<file path="config.mk">
export PLATFORM = sky130hd
export DESIGN_NAME = chacha_ctrl
export DESIGN_NICKNAME = d
export VERILOG_FILES = /design/src/hdl/chacha_pkg.sv /design/src/hdl/chacha_ctrl.sv
export SDC_FILE = /design/constraint.sdc
export NUM_CORES = 1
export LEC_CHECK = 0
export BUFFER_PORTS_ARGS = -buffer_cell sky130_fd_sc_hd__buf_2
export CAP_MARGIN = 15
export CORE_AREA = 2 2 102 104
export CTS_BUF_LIST = sky130_fd_sc_hd__clkbuf_16
export DETAILED_ROUTE_END_ITERATION = 10
export DIE_AREA = 0 0 104 106
export PLACE_DENSITY = 0.73
export SETUP_SLACK_MARGIN = 0.3
export SLEW_MARGIN = 20
export SYNTH_ARGS = -nofsm -noshare
export SYNTH_HDL_FRONTEND = slang
export SYNTH_SLANG_ARGS = --single-unit
</file>
<file path="constraint.sdc">
create_clock -name i_clk -period 3.49 [get_ports i_clk]
set_clock_uncertainty 0.05 [all_clocks]
set_input_delay 0.698 -clock i_clk [delete_from_list [all_inputs] [get_ports i_clk]]
set_output_delay 0.698 -clock i_clk [all_outputs]
set_load 0.005 [all_outputs]
</file>
<file path="src/hdl/chacha_pkg.sv">
`default_nettype none
package chacha_pkg;
    localparam int DoubleRoundsDef = 10;
    localparam logic [31:0] Sigma0 = 32'h61707865;
    localparam logic [31:0] Sigma1 = 32'h3320646e;
    localparam logic [31:0] Sigma2 = 32'h79622d32;
    localparam logic [31:0] Sigma3 = 32'h6b206574;
    localparam logic [32:0] CtrLimit = 33'h0FFFFFFFF;

    // register indexes
    localparam logic [2:0] RegKey0   = 3'd0;
    localparam logic [2:0] RegKey1   = 3'd1;
    localparam logic [2:0] RegKey2   = 3'd2;
    localparam logic [2:0] RegKey3   = 3'd3;
    localparam logic [2:0] RegNonce0 = 3'd4;
    localparam logic [2:0] RegNonce1 = 3'd5;
    localparam logic [2:0] RegStart  = 3'd6;

    // controller to datapath
    typedef struct packed {
        logic load;    // load initial state from key, nonce, counter
        logic round;   // apply one half double round
        logic diag;    // half round is diagonal
        logic finish;  // add input words, store keystream
    } t_cmd;

    function automatic logic [31:0] rotl(input logic [31:0] v, input int n);
        rotl = (v << n) | (v >> (32 - n));
    endfunction

    function automatic logic [127:0] quarter(input logic [127:0] q);
        logic [31:0] a, b, c, d;
        a = q[31:0]; b = q[63:32]; c = q[95:64]; d = q[127:96];
        a = a + b; d = rotl(d ^ a, 16);
        c = c + d; b = rotl(b ^ c, 12);
        a = a + b; d = rotl(d ^ a, 8);
        c = c + d; b = rotl(b ^ c, 7);
        quarter = {d, c, b, a};
    endfunction
endpackage
`default_nettype wire

</file>
<file path="src/hdl/chacha_ctrl.sv">
`default_nettype none
module chacha_ctrl #(
    parameter int DOUBLE_ROUNDS = chacha_pkg::DoubleRoundsDef
) (
    input  wire logic       i_clk,
    input  wire logic       i_rst_n,
    input  wire logic       i_valid,
    output logic            o_ready,
    input  wire logic [7:0] i_data,
    input  wire logic       i_last,
    output logic            o_valid,
    input  wire logic       i_ready,
    output logic [7:0]      o_data,
    output logic            o_last,
    output logic            o_ovf,
    input  wire logic [31:0] i_start,
    input  wire logic [7:0] i_ks_byte,
    output chacha_pkg::t_cmd o_cmd,
    output logic [31:0]     o_ctr,
    output logic [5:0]      o_pos
);
    import chacha_pkg::*;

    localparam int HalfW = $clog2(2*DOUBLE_ROUNDS + 1);
    localparam logic [HalfW-1:0] LastHalf = HalfW'(2*DOUBLE_ROUNDS - 1);

    localparam logic [1:0] StIdle  = 2'd0;
    localparam logic [1:0] StRound = 2'd1;
    localparam logic [1:0] StFin   = 2'd2;
    localparam logic [1:0] StOut   = 2'd3;

    logic [1:0] r_st, n_st;
    logic [HalfW-1:0] r_half;
    logic [5:0] r_pos;
    logic [32:0] r_ctr;
    logic r_ovf, r_inmsg;
    logic [7:0] r_data;
    logic r_last;
    logic r_ov_valid;
    logic [7:0] r_odata;
    logic r_olast, r_oovf;
    logic w_acc, w_out_free;
    logic [32:0] w_ctr;
    logic [5:0] w_pos;
    logic w_ovf;

    assign w_out_free = !r_ov_valid || i_ready;
    assign o_ready = (r_st == StIdle);
    assign w_acc = i_valid && o_ready;
    // effective state at message start
    assign w_ctr = r_inmsg ? r_ctr : {1'b0, i_start};
    assign w_pos = r_inmsg ? r_pos : 6'd0;
    assign w_ovf = r_inmsg ? r_ovf : 1'b0;

    // hand the counter of the block being started to the datapath
    assign o_ctr = w_ctr[31:0];
    assign o_pos = r_pos;
    assign o_cmd.load = (r_st == StIdle) && w_acc && (w_pos == 6'd0) && !w_ovf
                        && (w_ctr <= CtrLimit);
    assign o_cmd.round = (r_st == StRound);
    assign o_cmd.diag = r_half[0];
    assign o_cmd.finish = (r_st == StFin);

    always_comb begin
        n_st = r_st;
        unique case (r_st)
            StIdle:  if (w_acc) n_st = o_cmd.load ? StRound : StOut;
            StRound: if (r_half == LastHalf) n_st = StFin;
            StFin:   n_st = StOut;
            StOut:   if (w_out_free) n_st = StIdle;
            default: n_st = StIdle;
        endcase
    end

    // sequence, position, counter and flags
    always_ff @(posedge i_clk) begin
        if (!i_rst_n) begin
            r_st <= StIdle;
            r_half <= '0;
            r_pos <= '0;
            r_ctr <= '0;
            r_ovf <= 1'b0;
            r_inmsg <= 1'b0;
            r_ov_valid <= 1'b0;
        end else begin
            r_st <= n_st;
            if (r_ov_valid && i_ready) r_ov_valid <= 1'b0;
            if (w_acc) begin
                r_data <= i_data;
                r_last <= i_last;
                r_inmsg <= 1'b1;
                r_pos <= w_pos;
                r_ctr <= w_ctr;
                r_ovf <= w_ovf;
                r_half <= '0;
                if (w_pos == 6'd0 && !w_ovf) begin
                    if (w_ctr > CtrLimit) r_ovf <= 1'b1;
                    else r_ctr <= w_ctr + 33'd1;
                end
            end
            if (r_st == StRound) r_half <= r_half + 1'b1;
            // drive the result and advance position
            if (r_st == StOut && w_out_free) begin
                r_ov_valid <= 1'b1;
                r_odata <= r_ovf ? r_data : (r_data ^ i_ks_byte);
                r_olast <= r_last;
                r_oovf <= r_ovf;
                r_pos <= r_pos + 6'd1;
                if (r_last) begin
                    r_inmsg <= 1'b0;
                    r_pos <= '0;
                    r_ovf <= 1'b0;
                end
            end
        end
    end

    assign o_valid = r_ov_valid;
    assign o_data = r_odata;
    assign o_last = r_olast;
    assign o_ovf = r_oovf;

    a_round_len: assert property (@(posedge i_clk) disable iff (!i_rst_n)
        (r_st == StRound) |-> (r_half <= LastHalf)) else $error("round count");
    a_hold_out: assert property (@(posedge i_clk) disable iff (!i_rst_n)
        (o_valid && !i_ready) |=> (o_valid && $stable(o_data))) else $error("out hold");
    a_load_idle: assert property (@(posedge i_clk) disable iff (!i_rst_n)
        o_cmd.load |=> (r_st == StRound)) else $error("load seq");
endmodule
`default_nettype wire

</file>
==> impl_metrics.toml <==
[layout]
multi_input_area_mm2 = 0.002587
fin_nets = 645
instances_no_fill = 726
fillers = 931
drive_gt1_frac = 0.3169
seqCellArea_mm2 = 0.001555
diodes = 0
areaGrowthSynthToFinish_pct = 22.46

[pwr]
peakVddDrop_mv = 0.2296
p_sw_frac = 0.3495
seqPwrFrac = 0.354
p_sw_mw = 1.035
power.share.combinational = 0.338
p_leak_nw = 2.178
clkPwrFrac = 0.308
powerDensity_mw_per_mm2 = 556.7
p_int_mw = 1.927

[synth]
yosys.area_share.simple = 0.2900
yosys.area.top_type = "dfxtp_1"
synth_seq_area_share = 0.3570
ys.flop_type = "dfxtp_1"
synth_mux_area_frac = 0.08667
postSynthAreaPerCell_um2 = 9.015
synthCells = 482
synth_top_area_share = 0.2257
ys_warn_count = 0
yosysUniqueCellTypes = 75
synth_edf_count = 19
synth_fp_nets = 542
synth_area_mm2 = 0.004345
synth_compound_area_frac = 0.1653
synth_xor_area_frac = 0.03225
ys_ff_latch = 68
synth.area.top_cells = "dfxtp_1 (23%), edfxtp_1 (13%), mux2_2 (6.7%), nand3_1 (4.5%), nand2_1 (4.5%)"
synth-async-reset-ratio = 0
yosys.area_share.adder = 0.02016
synth_top_family_by_area = "simple AND/OR/NAND/NOR gates"

[setup_path]
criticalPathCategory = "reg2out"
worstPathRequired_ns = 2.74
critPathArrivalTime_ns = 2.28
crit_chain = "mux2_2 -> ha_1 -> a21boi_2 -> nand3_2 -> nand3_4 -> and3_4 -> buf_2"
worst_path_max_delay_cell = "dfxtp_4"
crit_fanout = 18
worst_setup_path_end_kind = "primary output"
path_buf_inv = 1
worst-path-stages = 7
max_stage_delay_ns = 0.49
crit_family = "simple AND/OR/NAND/NOR gates"
worstRegToRegCells = 8
crit_path_start_kind = "register"

[route]
first_pass_iters = 6
wl_per_cell_um = 16.29
drt-initial-drc-count = 178
vias = 4207
ant_nets = 0
drc_errors = 0
vias_per_cell = 5.795
totalWireLength_um = 11830

[worst_hold_path]
hold_depth = 2
hp-class = "reg2reg"

[timing]
worstMarginPinSlew_ns = 0.8515
finalMaxSlewViolations = 0
hold_viol_final = 0
rsz0062_at_grt = "false"
period_share = 0.8670
fin_crit_ns = 3.026
finalSetupTns_ns = 0
setup_viol = 0
fmax_mhz = 330.5
maxSlewHeadroom = 0.4317

[global_route]
antenna_found_initial = 0
grt_usage = 0.2105
grt_pass1_wl_um = 19170
grt_max_degree = 35
grt_pass1_vias = 4004
grt-ovfl-total = 0

[floorplan]
core_area_mm2 = 0.01000
die_area_mm2 = 0.01102
rows = 37
pin_count = 107
initial_core_util = 0.4346
dieWidth_um = 104
die_y_um = 106

[cts]
tritoncts = "done"
cts_root_buffer = "clkbuf_16"
cts_made_buffers = 9
path_clk_slew_ns = 0.06
hold_buffers = 0
htreeDepth = 3
cts_buffer_depth = 2
clk-insertion-delay-late_ns = 0.33
cts_num_sinks = 68

[placed_design]
gp_congestion = 0.8656
dpl.hpwl_um = 8516
port-buffer-count = 106
place_inst = 709

[status]
status = "completed"

[job]
max-cap-violations = 0
## flip-flops by register name, summed over array words and instances (netlist names)
signal,flops
r_half,5
o_pos,6
o_valid,1
o_last,1
r_last,1
o_ovf,1
r_ovf,1
r_st,2
r_data,8
r_ctr,33
o_data,8
r_inmsg,1
## logic make-up after synthesis
logic type / count (synthesis)
AOI/OAI and AO/OA: 98
xor gates and xnor gates: 16
adders and majority gates: 7
buffers and inverters: 42
DFF: 68
muxes: 34
and+or+nand+nor: 217
## synth_stat cells, drive strengths merged, types with 3 or more instances
| library cell | number |
|---|---|
| edfxtp | 19 |
| inv | 12 |
| nand3 | 41 |
| nor3 | 7 |
| or4 | 4 |
| buf | 11 |
| o21ai | 14 |
| a211o | 3 |
| clkbuf | 18 |
| a311o | 7 |
| nand2 | 52 |
| mux2 | 26 |
| a31oi | 9 |
| a41oi | 3 |
| nor2 | 35 |
| a211oi | 5 |
| o211ai | 9 |
| nor2b | 5 |
| a21oi | 26 |
| ha | 7 |
| xnor2 | 16 |
| nor4 | 5 |
| dfxtp | 49 |
| a22oi | 3 |
| nand2b | 12 |
| nand3b | 7 |
| nand4 | 13 |
| o21a | 3 |
| or3 | 3 |
| and3 | 13 |
| nand4b | 5 |
| or2 | 3 |
| mux2i | 8 |
## cell usage in the layout, fill, tap and decap left out, drive strengths merged, types with 3 or more instances in the layout
cell and instances:
a211o 3, a211oi 5, a21oi 26, a22oi 3, a311o 7, a31oi 9, a41oi 3, and3 13
buf 121, clkbuf 9, clkinv 4, dfxtp 49, edfxtp 19, ha 7, inv 13, mux2 26
mux2i 8, nand2 52, nand2b 12, nand3 41, nand3b 7, nand4 13, nand4b 5, nor2 35
nor2b 5, nor3 7, nor4 5, o211ai 9, o21a 3, o21ai 14, or2 3, or3 3
or4 4, xnor2 16
## path summary, 6_finish.rpt
path / from / to / slack [ns]
setup / recovery: r_inmsg / o_cmd[3] / 0.46
hold / removal: r_ctr[12] / r_ctr[12] / 0.40
setup reg to reg: r_inmsg / r_ctr[29] / 0.81
hold reg to reg: r_ctr[12] / r_ctr[12] / 0.40
## power groups by stage
| stage | clock, mW | sequential, mW | combinational [mW] |
|---|---|---|---|
| after floorplan | 0 | 1.02 | 0.710 |
| after global placement | 0 | 1.06 | 0.946 |
| after detailed placement | 0 | 1.07 | 0.971 |
| after CTS | 0.928 | 1.06 | 0.981 |
| after global routing | 0.962 | 1.06 | 1.10 |
| final | 0.911 | 1.05 | 1.00 |
## worst register-to-register path: cells and delay by family (launching register included)
family / cells / cell delay, ns
DFF: 1 / 0.42
buffers and inverters: 2 / 0.38
AOI/OAI and AO/OA: 3 / 0.73
and+or+nand+nor: 3 / 0.99
## per-layer routing
| layer | GRT usage | part of all wire | up-vias |
|---|---|---|---|
| li1 | - | - | 2009 |
| met1 | 0.2718 | 0.45 | 2012 |
| met2 | 0.3581 | 0.47 | 162 |
| met3 | 0.03127 | 0.058 | 24 |
| met4 | 0.07722 | 0.021 | 0 |
| met5 | 0 | 0 | - |
## through the flow
| step | total power, mW | setup slack (ns) | hold slack [ns] | cell area, µm² | utilization |
|---|---|---|---|---|---|
| 3_5_place_dp | 2.044 | 0.4977 | 0.3972 | 5007 | 0.5008 |
| 4_1_cts | 2.967 | 0.3485 | 0.4054 | 5310 | 0.5310 |
| 6_report | 2.963 | 0.4640 | 0.4016 | 5321 | 0.5322 |
| 5_1_grt | 3.126 | 0.3330 | 0.4509 | 5321 | 0.5322 |
| 3_3_place_gp | 2.010 | 0.5582 | 0.3924 | 5007 | 0.5008 |
| 2_1_floorplan | 1.726 | 0.3589 | 0.3793 | 4352 | - |
## what timing repair did
action | in CTS | in global routing
buffers inserted | 0 | 1
endpoints found under the setup margin | 1 | 1
resized for setup | 1 | 0
## layout make-up
| class | instances | share of cell area |
|---|---|---|
| inverters | 13 | 0.009170 |
| clock inverters | 7 | 0.01411 |
| clock buffers | 9 | 0.04232 |
| repair buffers | 121 | 0.1239 |
| multi-input cells | 372 | 0.4862 |
| well taps | 136 | 0.03198 |
| flip-flops and latches | 68 | 0.2923 |
Note: power is estimated with default switching activity, not from simulation.
